File: src/hw/rtl/hlg_pkg.sv
`timescale 1ns / 1ps
`default_nettype none
// ----------------------------------------------------------------------------
// hlg_pkg
// Shared widths, register indexes and the stage record of the hexagonal
// lattice gas propagation block.
// ----------------------------------------------------------------------------
package hlg_pkg;

   localparam int MAX_WIDTH    = 1024;
   localparam int MIN_DIM      = 2;
   localparam int CELL_W       = 8;
   localparam int ROW_W        = 16;
   localparam int COL_W        = $clog2(MAX_WIDTH);
   localparam int GRID_WIDTH_W = 11;
   localparam int CSR_IDX_W    = 1;
   localparam int CSR_DATA_W   = 16;
   localparam int NUM_BANKS    = 3;
   localparam int BANK_W       = $clog2(NUM_BANKS);

   localparam logic [CSR_IDX_W-1:0] CSR_GRID_WIDTH  = CSR_IDX_W'(0);
   localparam logic [CSR_IDX_W-1:0] CSR_GRID_HEIGHT = CSR_IDX_W'(1);

   localparam logic [GRID_WIDTH_W-1:0] GRID_WIDTH_RESET  = GRID_WIDTH_W'(1024);
   localparam logic [ROW_W-1:0]        GRID_HEIGHT_RESET = ROW_W'(1024);

   // one accepted cell plus the bank bytes of the two rows above it
   typedef struct packed {
      logic              vld;
      logic [CELL_W-1:0] in_cell;
      logic [CELL_W-1:0] up_cell;
      logic [CELL_W-1:0] mid_cell;
      logic [ROW_W-1:0]  row;
      logic [COL_W-1:0]  col;
      logic              r_ge1;
      logic              r_ge2;
      logic              c_ge1;
      logic              c_ge2;
      logic              last_row;
      logic              last_col;
   } stg_type;

endpackage
`default_nettype wire

File: src/hw/rtl/hlg_rsp_if.sv
`timescale 1ns / 1ps
`default_nettype none
// ----------------------------------------------------------------------------
// hlg_rsp_if
// Result channel: valid/ready handshake with a propagated cell and its place.
// ----------------------------------------------------------------------------
interface hlg_rsp_if import hlg_pkg::*; ();
   logic              valid;
   logic              ready;
   logic [CELL_W-1:0] cell_out;
   logic [ROW_W-1:0]  out_row;
   logic [COL_W-1:0]  out_col;
   logic              last_of_run;
   logic              frame_done;

   modport source (output valid, output cell_out, output out_row, output out_col,
                   output last_of_run, output frame_done, input ready);
   modport sink   (input valid, input cell_out, input out_row, input out_col,
                   input last_of_run, input frame_done, output ready);
endinterface
`default_nettype wire

File: src/hw/rtl/hlg_back.sv
`timescale 1ns / 1ps
`default_nettype none
// ----------------------------------------------------------------------------
// hlg_back
// 3x3 neighborhood windows, direction gather and the result register that
// hands out up to four cells per transaction.
// ----------------------------------------------------------------------------
module hlg_back import hlg_pkg::*; (
   input  logic      clock,
   input  logic      reset,
   input  stg_type   stg,
   output logic      stg_take,
   hlg_rsp_if.source rsp_port
);

   localparam int NUM_RES = 4;
   localparam int RES_W   = $clog2(NUM_RES);

   // result slots in emission order
   localparam logic [RES_W-1:0] RES_UP_LEFT   = RES_W'(0); // (r-1, c-1)
   localparam logic [RES_W-1:0] RES_LAST_LEFT = RES_W'(1); // (r,   c-1)
   localparam logic [RES_W-1:0] RES_UP_EDGE   = RES_W'(2); // (r-1, c)
   localparam logic [RES_W-1:0] RES_LAST_EDGE = RES_W'(3); // (r,   c)

   // columns c-2, c-1, c and a zero pad above
   typedef logic [3:0][CELL_W-1:0] win_type;

   function automatic logic [CELL_W-1:0] gather(
      input logic       odd,
      input logic       up,
      input logic       dn,
      input logic       lf,
      input logic       rt,
      input logic [1:0] ox,
      input win_type    prv,
      input win_type    cur,
      input win_type    nxt
   );
      logic [1:0]        ia;
      logic [1:0]        ib;
      logic [CELL_W-1:0] v;
      ia      = ox + {1'b0, odd} - 2'd1;
      ib      = ox + {1'b0, odd};
      v       = '0;
      v[0]    = dn & lf & nxt[ia][0];
      v[1]    = lf & cur[ox - 2'd1][1];
      v[2]    = up & lf & prv[ia][2];
      v[3]    = up & rt & prv[ib][3];
      v[4]    = rt & cur[ox + 2'd1][4];
      v[5]    = dn & rt & nxt[ib][5];
      v[7:6]  = cur[ox][7:6];
      return v;
   endfunction

   logic [1:0][CELL_W-1:0] up_win_ff, mid_win_ff, cur_win_ff;
   win_type                up_win, mid_win, cur_win;

   logic [NUM_RES-1:0]              vld_ff, vld_in;
   logic [NUM_RES-1:0][CELL_W-1:0]  res_cell_ff;
   logic [ROW_W-1:0]                res_row_ff;
   logic [COL_W-1:0]                res_col_ff;

   logic [NUM_RES-1:0]             new_vld;
   logic [NUM_RES-1:0][CELL_W-1:0] new_cell;
   logic [RES_W-1:0]               sel;
   logic [NUM_RES-1:0]             sel_oh;
   logic                           last;
   logic                           rsp_take;

   assign up_win  = {CELL_W'(0), stg.up_cell,  up_win_ff[1],  up_win_ff[0]};
   assign mid_win = {CELL_W'(0), stg.mid_cell, mid_win_ff[1], mid_win_ff[0]};
   assign cur_win = {CELL_W'(0), stg.in_cell,  cur_win_ff[1], cur_win_ff[0]};

   // row r-1 has parity opposite to row r
   always_comb begin
      new_cell[RES_UP_LEFT]   = gather(~stg.row[0], stg.r_ge2, 1'b1, stg.c_ge2, 1'b1, 2'd1,
                                       up_win, mid_win, cur_win);
      new_cell[RES_LAST_LEFT] = gather(stg.row[0], 1'b1, 1'b0, stg.c_ge2, 1'b1, 2'd1,
                                       mid_win, cur_win, cur_win);
      new_cell[RES_UP_EDGE]   = gather(~stg.row[0], stg.r_ge2, 1'b1, 1'b1, 1'b0, 2'd2,
                                       up_win, mid_win, cur_win);
      new_cell[RES_LAST_EDGE] = gather(stg.row[0], 1'b1, 1'b0, 1'b1, 1'b0, 2'd2,
                                       mid_win, cur_win, cur_win);
      new_vld[RES_UP_LEFT]    = stg.r_ge1 & stg.c_ge1;
      new_vld[RES_LAST_LEFT]  = stg.last_row & stg.c_ge1;
      new_vld[RES_UP_EDGE]    = stg.last_col & stg.r_ge1;
      new_vld[RES_LAST_EDGE]  = stg.last_col & stg.last_row;
   end

   always_comb begin
      if (vld_ff[RES_UP_LEFT]) begin
         sel = RES_UP_LEFT;
      end else if (vld_ff[RES_LAST_LEFT]) begin
         sel = RES_LAST_LEFT;
      end else if (vld_ff[RES_UP_EDGE]) begin
         sel = RES_UP_EDGE;
      end else begin
         sel = RES_LAST_EDGE;
      end
   end

   assign sel_oh   = NUM_RES'(1) << sel;
   assign last     = (vld_ff & ~sel_oh) == '0;
   assign rsp_take = rsp_port.valid && rsp_port.ready;
   assign stg_take = stg.vld && ((vld_ff == '0) || (rsp_take && last));

   assign rsp_port.valid       = vld_ff != '0;
   assign rsp_port.cell_out    = res_cell_ff[sel];
   assign rsp_port.out_row     = sel[0] ? res_row_ff : res_row_ff - ROW_W'(1);
   assign rsp_port.out_col     = sel[1] ? res_col_ff : res_col_ff - COL_W'(1);
   assign rsp_port.last_of_run = last;
   assign rsp_port.frame_done  = sel == RES_LAST_EDGE;

   always_comb begin
      vld_in = vld_ff;
      if (rsp_take) begin
         vld_in = vld_ff & ~sel_oh;
      end
      if (stg_take) begin
         vld_in = new_vld;
      end
   end

   always_ff @(posedge clock) begin
      if (reset) begin
         vld_ff <= '0;
      end else begin
         vld_ff <= vld_in;
      end
   end

   always_ff @(posedge clock) begin
      if (stg_take) begin
         up_win_ff   <= {stg.up_cell,  up_win_ff[1]};
         mid_win_ff  <= {stg.mid_cell, mid_win_ff[1]};
         cur_win_ff  <= {stg.in_cell,  cur_win_ff[1]};
         res_cell_ff <= new_cell;
         res_row_ff  <= stg.row;
         res_col_ff  <= stg.col;
      end
   end

`ifndef SYNTHESIS
   a_edge_needs_left: assert property (@(posedge clock) disable iff (reset)
      stg_take && new_vld[RES_LAST_EDGE] |-> new_vld[RES_LAST_LEFT])
      else $error("last-row edge cell loaded without its left neighbor result");

   a_up_edge_needs_left: assert property (@(posedge clock) disable iff (reset)
      stg_take && new_vld[RES_UP_EDGE] |-> new_vld[RES_UP_LEFT])
      else $error("upper edge cell loaded without its left neighbor result");

   a_run_continues: assert property (@(posedge clock) disable iff (reset)
      rsp_take && !rsp_port.last_of_run |=> rsp_port.valid)
      else $error("run ended before its last result");

   a_frame_done_last: assert property (@(posedge clock) disable iff (reset)
      rsp_port.valid && rsp_port.frame_done |-> rsp_port.last_of_run)
      else $error("frame end cell not the last of its run");
`endif

endmodule
`default_nettype wire

File: src/flat_wrapper.sv
// flat-port wrapper written by rule: the top's interface ports become plain ports
module hlg_back_flat import hlg_pkg::*;
  (clock, reset, stg, stg_take, rsp_port_valid, rsp_port_cell_out, rsp_port_out_row, rsp_port_out_col, rsp_port_last_of_run, rsp_port_frame_done, rsp_port_ready);
  hlg_rsp_if rsp_port_i ();
  input  logic clock;
  input  logic reset;
  input  stg_type stg;
  output logic stg_take;
  output wire logic [$bits(rsp_port_i.valid)-1:0] rsp_port_valid;
  output wire logic [$bits(rsp_port_i.cell_out)-1:0] rsp_port_cell_out;
  output wire logic [$bits(rsp_port_i.out_row)-1:0] rsp_port_out_row;
  output wire logic [$bits(rsp_port_i.out_col)-1:0] rsp_port_out_col;
  output wire logic [$bits(rsp_port_i.last_of_run)-1:0] rsp_port_last_of_run;
  output wire logic [$bits(rsp_port_i.frame_done)-1:0] rsp_port_frame_done;
  input wire logic [$bits(rsp_port_i.ready)-1:0] rsp_port_ready;
  assign rsp_port_valid = rsp_port_i.valid;
  assign rsp_port_cell_out = rsp_port_i.cell_out;
  assign rsp_port_out_row = rsp_port_i.out_row;
  assign rsp_port_out_col = rsp_port_i.out_col;
  assign rsp_port_last_of_run = rsp_port_i.last_of_run;
  assign rsp_port_frame_done = rsp_port_i.frame_done;
  assign rsp_port_i.ready = rsp_port_ready;
  hlg_back u_core (.clock(clock), .reset(reset), .stg(stg), .stg_take(stg_take), .rsp_port(rsp_port_i));
endmodule
File: config.mk
export PLATFORM = sky130hd
export DESIGN_NAME = hlg_back_flat
export DESIGN_NICKNAME = d
export VERILOG_FILES = /design/src/hw/rtl/hlg_pkg.sv /design/src/hw/rtl/hlg_rsp_if.sv /design/src/hw/rtl/hlg_back.sv /design/src/flat_wrapper.sv
export SDC_FILE = /design/constraint.sdc
export NUM_CORES = 1
export LEC_CHECK = 0
export BUFFER_PORTS_ARGS = -buffer_cell sky130_fd_sc_hd__buf_2
export CAP_MARGIN = 20
export CORE_AREA = 2 2 89 91
export CTS_BUF_LIST = sky130_fd_sc_hd__clkbuf_16
export DETAILED_ROUTE_END_ITERATION = 8
export DIE_AREA = 0 0 91 93
export SYNTH_ARGS = -nofsm -noshare
export SYNTH_HDL_FRONTEND = slang
export SYNTH_SLANG_ARGS = --single-unit
File: constraint.sdc
create_clock -name clock -period 3.7 [get_ports clock]
set_clock_uncertainty 0.2 [all_clocks]
set_input_delay 0.37 -clock clock [delete_from_list [all_inputs] [get_ports clock]]
set_output_delay 0.37 -clock clock [all_outputs]
set_load 0.05 [all_outputs]
==> results of run 1 <==
## registers in the layout, summed over array words and instances, names as in the netlist
register	count
u_core.res_cell_ff	15
u_core.res_row_ff	16
u_core.up_win	3
u_core.res_col_ff	10
u_core.vld_ff	4
u_core.cur_win	8
u_core.mid_win	8
## report_power, final
part / internal [uW] / leakage [uW] / total, uW / switching (uW)
registers: 887 / 0.000625 / 927 / 39.6
clock network: 507 / 0.000141 / 780 / 273
logic: 106 / 0.000757 / 389 / 283
## cell type report
| cell class | count | area, um2 | area share |
|---|---|---|---|
| multi-input cells | 136 | 967 | 0.258 |
| clock inverters | 5 | 50.0 | 0.0134 |
| repair buffers | 91 | 465 | 0.124 |
| flip-flops and latches | 64 | 1880 | 0.503 |
| clock buffers | 9 | 225 | 0.0602 |
| inverters | 7 | 26.3 | 0.00702 |
| well taps | 102 | 128 | 0.0341 |
## final timing paths
check | startpoint | endpoint | slack [ns] | cells past startpoint
max | u_core.vld_ff[2] | rsp_port_out_row[7] | 0.63 | 5
min | stg[30] | u_core.res_row_ff[14] | 0.02 | 1
max reg2reg | u_core.vld_ff[1] | u_core.res_row_ff[13] | 1.13 | 5
min reg2reg | u_core.mid_win[9] | u_core.mid_win[1] | 0.21 | 0
## cells in the final DEF (no fill, tap or decap), types with 4 or more instances in the layout
| cell | netlist | routed |
|---|---|---|
| a21oi_1 | 5 | 5 |
| buf_2 | 0 | 87 |
| buf_4 | 1 | 4 |
| clkbuf_16 | 0 | 9 |
| clkinv_2 | 0 | 4 |
| dfxtp_1 | 4 | 4 |
| edfxtp_1 | 60 | 60 |
| inv_1 | 7 | 6 |
| mux2_2 | 4 | 4 |
| mux2i_1 | 10 | 10 |
| nand2_1 | 18 | 18 |
| nor2_1 | 15 | 15 |
| nor2b_1 | 6 | 6 |
| nor3_1 | 4 | 4 |
| o21ai_0 | 8 | 8 |
| xnor2_1 | 9 | 9 |
| xor2_1 | 13 | 13 |
## per-stage QoR
step	hold slack, ns	cells	utilization	total power [uW]	instance area, um2
final	0.0197	414	0.497	2100	3740
after detailed placement	0.205	400	0.461	1330	3470
after floorplan	0.200	214	-	1220	2910
after global placement	0.202	400	0.461	1330	3470
after CTS	0.0111	414	0.497	2120	3740
after global routing	0.00851	414	0.497	2190	3740
## cells by family after synthesis
family | after synthesis
simple gates | 72
flops | 64
compound gates | 25
xor+xnor | 22
buf+inv | 14
mux | 14
fa+ha+maj | 3
## worst max-delay path, delay by kind of cell, from the launching register on
family                 cells  cell delay, ns
flip-flops                 1            0.64
AO/OA/AOI/OAI              1            0.20
AND/OR/NAND/NOR            2            0.93
XOR/XNOR                   1            0.14
buffers and inverters      1            0.28
## layer usage
layer / vias up / track usage
li1: 976 / -
met1: 883 / 0.177
met2: 60 / 0.211
met3: 13 / 0.0371
met4: 0 / 0.0808
met5: - / 0
==> metrics.txt, run 1 <==
max-slew violations=0; Layout area overhead=28.5%; leading post-synthesis cells by cell area=edfxtp_1 (62%), xor2_1 (3.9%), mux2i_1 (3.4%); clk_lat worst skew=~0.32 ns; largest net degree at the start of global routing=27; gpl congestion=approximately 0.75; Tot GR Track Use=0.138; Post-CTS Repair Setup Buffers=0; multiplexer area fraction after synthesis=0.0498; final worst setup slack=roughly 0.63 ns; first drt pass iteration count=4; largest family of logic cells by synthesized area=simple AND/OR/NAND/NOR gates; Max stage delay on crit path=around 0.64 ns; syn avg cell area=13.6 um2; peak supply drop=between 0.2 and 0.3 mV; critical-path cell list=nor2b_4 -> o2111ai_4 -> or4_2 -> xnor2_1 -> buf_2; relative slew slack=0.583; final wirelength=between 5000 and 6000 um; Post-synth top cells=edfxtp_1 (60), nand2_1 (18), nor2_1 (15); Final Hold Fails=0; pre-CTS WS=~0.94 ns; yosys warns=0; top-count cell post-synth=edfxtp_1; initial antenna violation count=0; Critical-path top delay cell=dfxtp_1; unrepaired setup endpoints after global routing=no; Inserted Clock Buffers=9; Post-CTS Hold Buffers=0; post-synthesis simple-gate area fraction=0.143; Max Cap Viol=0; worst-margin pin slew=approximately 0.62 ns; Post-Synthesis Cells=between 200 and 250; share of cells above drive strength 1=0.394; clock slew at reported path FFs=roughly 0.050 ns; DP HPWL=3990 um; Via density=between 4 and 5; PwrDens=560 nW/um2; worst hold path type=input pin to flop; outcome=finished, final reports clean; floorplan row count=32; CP max FO=12; Final ANT Viol Nets=0; vias=approximately 1900; Setup CP Type=flop to output port; Worst EP arrival=2.50 ns; post-synthesis sequential area ratio=0.646; Synth Area in Compound Gates=0.0610; die area=~8500 um2; uppermost routed layer=met4; fin crit share=0.831; XOR/XNOR share of the synthesized area=0.0662; first-pass GRT wire length=slightly below 9000 um; wire per inst=13.3 um; TritonCTS clock tree=done; Synthesized Nets=276; clk buf depth=2; top cell type's share of synthesized area=0.619; root buffer cell=clkbuf_16; number of global-route vias before repair=about 1900; die extent in x=between 90 and 100 um; ant diodes=0; Post-Synth Adder-Cell Area=0.0120; WL met1=approximately 2500 um; GRT overflow=0; post-CTS sizing=0; Layout fillers=between 700 and 800; crit path time final=approximately 3.1 ns; fmax=325 MHz; Top FF cell, synth=edfxtp_1; Sink Count=64; Die Y=~93 um; H-Tree Depth=3; PortBufs=87; met2 wire length=2610 um; Ports=98; initial drt markers=64; FF+latch count, synth=64; Startpoint Class=flop; setup TNS=0 ns; Post-synth EDFFs=60; NumNets Final=~370; DRC=0; Critical Path RT=between 3 and 4 ns; Final setup viols=0; metal3 WL=278 um; Starting Density=0.387; Core Box Area=between 7000 and 8000 um2; P_leak=around 0.0015 uW; Yosys top cell by area=edfxtp_1; cell area after synthesis=~2900 um2; asr flop ratio synth=0; CP endpoint kind=output port; Yosys cell types=43
No activity file was read; power rests on OpenSTA's default activity.
==> run 2: changes to the inputs <==
--- a/config.mk
+++ b/config.mk
@@ -11,6 +11,7 @@
 export CTS_BUF_LIST = sky130_fd_sc_hd__clkbuf_16
 export DETAILED_ROUTE_END_ITERATION = 8
 export DIE_AREA = 0 0 91 93
+export PLACE_DENSITY = 0.67
 export SYNTH_ARGS = -nofsm -noshare
 export SYNTH_HDL_FRONTEND = slang
 export SYNTH_SLANG_ARGS = --single-unit
==> constraint.sdc (replaced) <==
create_clock -name clock -period 2.7 [get_ports clock]
set_clock_uncertainty 0.2 [all_clocks]
set_input_delay 0.27 -clock clock [delete_from_list [all_inputs] [get_ports clock]]
set_output_delay 0.27 -clock clock [all_outputs]
set_load 0.05 [all_outputs]
==> metrics.txt, run 2 (synthesized netlist as in run 1, its figures left out) <==
outcome=finished, final reports clean; NumNets Final=420; ant diodes=0; sequential power share=0.437; post-route cell area=between 4000 and 5000 um2; clock slew at reported path FFs=roughly 0.060 ns; unrepaired setup endpoints after global routing=yes; clk_lat worst skew=0.33 ns; largest net degree at the start of global routing=34; final worst setup slack=between 0.015 and 0.02 ns; clk buf depth=2; worst-margin pin slew=0.472 ns; Starting Density=0.387; Layout fillers=approximately 650; pre-CTS WS=between 0.2 and 0.25 ns; Final Hold Fails=0; max FFs per register=16; DP HPWL=~4300 um; H-Tree Depth=3; Critical R2R Launch=u_core.vld_ff[1]; Critical Path RT=approximately 2.2 ns; P_leak=approximately 0.0018 uW; Critical-path top delay cell=or4_4; initial drt markers=86; Max Cap Viol=0; initial antenna violation count=0; root buffer cell=clkbuf_16; Min-Delay Endpoint=u_core.vld_ff[1]; first drt pass iteration count=4; register area=between 1500 and 2000 um2; Final ANT Viol Nets=0; Max stage delay on crit path=roughly 0.53 ns; switching part of the total=0.304; Tot GR Track Use=0.162; hold depth=3; relative slew slack=0.683; Via density=~4.6; Top Registers=u_core.res_row_ff x16, u_core.res_cell_ff x15, u_core.res_col_ff x10; CP max FO=5; PwrDens=677 nW/um2; CP endpoint kind=output port; fin crit share=0.994; power share of the clock group=0.351; reg-to-reg slack, setup=about 0.43 ns; number of global-route vias before repair=approximately 2200; Largest Register=u_core.res_row_ff; vias=between 2000 and 2500; NetSw=slightly below 900 uW; Multi-input gate area=~1000 um2; wire per inst=14.5 um; commonest non-fill, non-tap cell in the layout=buf_2; placed inst area=~3500 um2; Core Box Area=7530 um2; fmax=roughly 370 MHz; gpl congestion=approximately 0.72; Setup CP Type=flop to output port; Startpoint Class=flop; Reg2Reg Depth=5; peak supply drop=~0.38 mV; Die Y=93 um; critical-path cell list=or4_4 -> or3_4 -> nor3_4 -> xor2_2 -> buf_6; die extent in x=between 90 and 100 um; PortBufs=87; HP Start=stg[1]; Comb power frac=0.213; Final setup viols=0; share of cells above drive strength 1=0.394; GRT overflow=0; Worst EP arrival=~2.2 ns; die area=approximately 8500 um2; final wirelength=between 6000 and 7000 um; commonest non-fill, non-tap cells in the layout=buf_2 (79), edfxtp_1 (60), dlygate4sd3_1 (39), nand2_1 (18), buf_4 (18); DRC=0; Sink Count=between 60 and 70; first-pass GRT wire length=about 10000 um; r2r endpoint=u_core.res_row_ff[11]; CP Buf/Inv Count=1; Inserted Clock Buffers=9; Ports=98; Hold Worst Slack=roughly 0.0084 ns; worst hold path type=input pin to flop; Layout area overhead=47.9%; max-slew violations=0; floorplan row count=32; Int Pwr=roughly 2000 uW; Top Family by Delay on Critical Path=simple AND/OR/NAND/NOR gates; TritonCTS clock tree=done; total power draw=around 2900 uW; crit path time final=2.68 ns
-- run 2: cell count changes in the layout (fill, tap and decap cells not counted), moves of 3 or more --
| cell | change |
|---|---|
| buf_2 | -8 |
| buf_4 | +14 |
| clkinvlp_4 | +3 |
| dlygate4sd3_1 | +39 |
-- run 2: timing repair --
| action | in CTS | in global routing |
|---|---|---|
| gates resized for setup | 9 | 11 |
| hold buffers | 39 | 0 |
| pin swaps | 0 | 7 |
| hold endpoints to repair | 39 | 0 |
| setup endpoints to repair | 8 | 12 |
| setup buffers | 0 | 7 |
-- run 2: worst max path at each step --
stage | startpoint | endpoint | slack (ns) | cells past startpoint
global route | u_core.res_row_ff[6] | rsp_port_out_row[11] | -0.05 | 5
CTS | u_core.res_row_ff[6] | rsp_port_out_row[11] | -0.01 | 5
finish | u_core.res_row_ff[4] | rsp_port_out_row[11] | 0.02 | 5
floorplan | u_core.res_row_ff[2] | rsp_port_out_row[7] | 0.0006 | 4
detailed placement | u_core.res_row_ff[6] | rsp_port_out_row[11] | 0.25 | 5
global placement | u_core.res_row_ff[6] | rsp_port_out_row[11] | 0.29 | 5
-- run 2: stage by stage --
step | TNS, ns | util | instances
2_1_floorplan | 0 | - | 214
3_3_place_gp | 0 | 0.468 | 403
3_5_place_dp | 0 | 0.468 | 403
4_1_cts | -0.0111 | 0.559 | 458
5_1_grt | -0.0743 | 0.572 | 465
6_report | 0 | 0.572 | 465
-- run 2: cell type report --
class,count,share of cell area
multi-input combinational,136,0.241
clock buffer,9,0.0523
sequential,64,0.437
timing repair buffer,140,0.225
tap,102,0.0296
clock inverter,7,0.00901
inverter,7,0.00697
-- run 2: worst reg2reg max path: stages, from the launching register on --
cell and delay [ns]:
dfxtp_1 0.36, buf_4 0.21, a2111oi_2 0.44, a31oi_2 0.17, clkinvlp_4 0.19, buf_4 0.36
-- run 2: per-layer routing --
metal | GRT usage | vias to the layer above | part of all wire
met5 | 0 | - | 0
met4 | 0.0934 | 0 | 0.024
met3 | 0.0322 | 11 | 0.031
li1 | - | 1076 | -
met2 | 0.284 | 49 | 0.53
met1 | 0.184 | 1021 | 0.41
-- run 2: power by group through the flow --
stage	clock, uW	combinational (uW)	sequential (uW)
finish	1020	620	1270
floorplan	0	404	1280
global placement	0	551	1280
global route	1080	659	1290
CTS	1040	608	1270
detailed placement	0	557	1290
==> run 3: changes to the inputs <==
--- a/config.mk
+++ b/config.mk
@@ -5,13 +5,15 @@
 export SDC_FILE = /design/constraint.sdc
 export NUM_CORES = 1
 export LEC_CHECK = 0
+export ABC_AREA = 1
 export BUFFER_PORTS_ARGS = -buffer_cell sky130_fd_sc_hd__buf_2
 export CAP_MARGIN = 20
-export CORE_AREA = 2 2 89 91
+export CORE_AREA = 2 2 64 127
 export CTS_BUF_LIST = sky130_fd_sc_hd__clkbuf_16
 export DETAILED_ROUTE_END_ITERATION = 8
-export DIE_AREA = 0 0 91 93
+export DIE_AREA = 0 0 66 129
 export PLACE_DENSITY = 0.67
+export RECOVER_POWER = 100
 export SYNTH_ARGS = -nofsm -noshare
 export SYNTH_HDL_FRONTEND = slang
 export SYNTH_SLANG_ARGS = --single-unit
==> metrics.txt, run 3 <==
outcome=finished, final reports clean; Setup CP Type=flop to output port; yosys warns=0; Yosys top cell by area=edfxtp_1; root buffer cell=clkbuf_16; commonest non-fill, non-tap cells in the layout=edfxtp_1 (60), nand2_1 (46), buf_2 (46), dlygate4sd3_1 (40), nor2_1 (37); TritonCTS clock tree=done; largest net degree at the start of global routing=between 40 and 50; initial antenna violation count=0; sequential power share=0.375; Post-Synthesis Cells=between 200 and 300; vias=about 2400; CP max FO=4; Final ANT Viol Nets=0; first-pass GRT wire length=around 10000 um; P_leak=about 0.0018 uW; Layout area overhead=44.0%; Final setup viols=0; final wirelength=around 6600 um; DP HPWL=roughly 4500 um; peak supply drop=between 0.5 and 0.6 mV; FF+latch count, synth=64; die extent in x=~66 um; final worst setup slack=0.145 ns; Tot GR Track Use=0.165; Top Registers=u_core.res_row_ff x16, u_core.res_cell_ff x15, u_core.res_col_ff x10; Max Cap Viol=0; top-count cell post-synth=edfxtp_1; largest family of logic cells by synthesized area=simple AND/OR/NAND/NOR gates; hold depth=3; post-synthesis sequential area ratio=0.639; Starting Density=0.390; Critical R2R Launch=u_core.vld_ff[0]; relative slew slack=0.575; Ports=roughly 100; top cell type's share of synthesized area=0.612; Via density=4.63; Reg2Reg Depth=6; max-slew violations=0; Critical Path RT=between 2 and 2.5 ns; max FFs per register=16; Layout fillers=~660; crit path time final=around 2.6 ns; HP Start=stg[0]; initial drt markers=56; floorplan row count=45; Post-synth EDFFs=60; die area=about 8500 um2; commonest non-fill, non-tap cell in the layout=edfxtp_1; power share of the clock group=0.323; post-synthesis simple-gate area fraction=0.179; XOR/XNOR share of the synthesized area=0.0654; Top FF cell, synth=edfxtp_1; Synthesized Nets=around 330; asr flop ratio synth=0; wire per inst=around 13 um; Worst EP arrival=approximately 2.1 ns; Comb power frac=0.302; clk buf depth=2; H-Tree Depth=3; Yosys cell types=30; Final Hold Fails=0; cell area after synthesis=between 2000 and 3000 um2; NumNets Final=478; gpl congestion=just over 0.7; PortBufs=87; switching part of the total=0.355; share of cells above drive strength 1=0.247; leading post-synthesis cells by cell area=edfxtp_1 (61%), nand2_1 (5.6%), xor2_1 (4.8%); CP endpoint kind=output port; multiplexer area fraction after synthesis=0; first drt pass iteration count=4; pre-CTS WS=0.397 ns; Post-synth top cells=edfxtp_1 (60), nand2_1 (44), nor2_1 (37); clock slew at reported path FFs=around 0.05 ns; fmax=a little under 400 MHz; PwrDens=between 800 and 900 nW/um2; setup TNS=0 ns; NetSw=1310 uW; worst-margin pin slew=0.640 ns; worst hold path type=input pin to flop; Synth Area in Compound Gates=0.0599; number of global-route vias before repair=2394; clk_lat worst skew=about 0.33 ns; Largest Register=u_core.res_row_ff; Worst setup startpoint=u_core.res_row_ff[0]; GRT overflow=0; Startpoint Class=flop; syn avg cell area=10.8 um2; critical-path cell list=inv_1 -> ha_1 -> inv_1 -> nor3_2 -> nand2_4 -> nor2_2 -> nand2_2 -> nor2_2 -> nand2_1 -> xnor2_1 -> buf_4; ant diodes=0; Sink Count=64; Die Y=about 130 um; Inserted Clock Buffers=9; Post-Synth Adder-Cell Area=0.00850; fin crit share=0.946; Critical-path top delay cell=edfxtp_1; Core Box Area=approximately 7500 um2; Max stage delay on crit path=roughly 0.42 ns; Int Pwr=~2400 uW; DRC=0
run 3: cell count changes after synthesis, moves of 5 or more:
cell	delta
o21ai_0	+6
inv_1	+21
mux2i_1	-10
inv_2	+5
nor2b_1	-6
nand2_1	+26
nor3_1	+9
nand3_1	+12
nor2_1	+22
run 3: worst paths after layout:
| check | to | slack [ns] |
|---|---|---|
| setup / recovery | rsp_port_out_row[14] | 0.15 |
| setup reg to reg | u_core.res_row_ff[0] | 0.27 |
| hold reg to reg | u_core.cur_win[1] | 0.22 |
| hold / removal | u_core.vld_ff[3] | 0.02 |
run 3: cell families after synthesis:
kind of cell / Yosys count
fa+ha+maj: 2
compound gates: 29
buf+inv: 37
xor+xnor: 22
flops: 64
simple gates: 118
run 3: layer usage:
| layer | vias up | wire length [um] | global-route usage |
|---|---|---|---|
| met2 | 53 | 3840 | 0.310 |
| met3 | 16 | 249 | 0.0402 |
| li1 | 1209 | - | - |
| met5 | - | 0 | 0 |
| met4 | 0 | 229 | 0.0948 |
| met1 | 1104 | 2260 | 0.155 |
run 3: power by group through the flow:
stage	Sequential [uW]	Clock [uW]	Combinational, uW
after global placement	1390	0	1070
after floorplan	1380	0	802
after CTS	1380	1220	1120
after detailed placement	1390	0	1080
final	1380	1190	1110
after global routing	1400	1260	1200
run 3: timing repair:
action	in CTS	in global routing
endpoints found under the setup margin	0	5
gates resized for setup	0	3
hold endpoints to repair	42	0
hold buffers	40	0
buffers inserted	0	6
run 3: final cells by class:
cell class / count / area [um2] / share of cell area
Tap cell: 94 / 118 / 0.0277
Clock inverter: 7 / 87.6 / 0.0207
Clock buffer: 9 / 225 / 0.0531
Multi-Input combinational cell: 171 / 922 / 0.218
Timing Repair Buffer: 136 / 877 / 0.207
Inverter: 34 / 128 / 0.0301
Sequential cell: 64 / 1880 / 0.444
run 3: critical path, delay by kind of cell, from the launching register on:
kind | cells | cell delay [ns]
fa+ha+maj | 1 | 0.15
flops | 1 | 0.42
buf+inv | 3 | 0.35
xor+xnor | 1 | 0.17
simple gates | 6 | 0.66
run 3: stage by stage:
stage | instances | area [um2] | util | hold WS [ns] | total power, uW
floorplan | 272 | 2940 | - | 0.139 | 2180
global placement | 453 | 3520 | 0.467 | 0.203 | 2450
detailed placement | 453 | 3520 | 0.467 | 0.211 | 2470
CTS | 509 | 4230 | 0.561 | 0.00630 | 3720
global route | 515 | 4240 | 0.562 | 0.0202 | 3850
finish | 515 | 4240 | 0.562 | 0.0177 | 3680
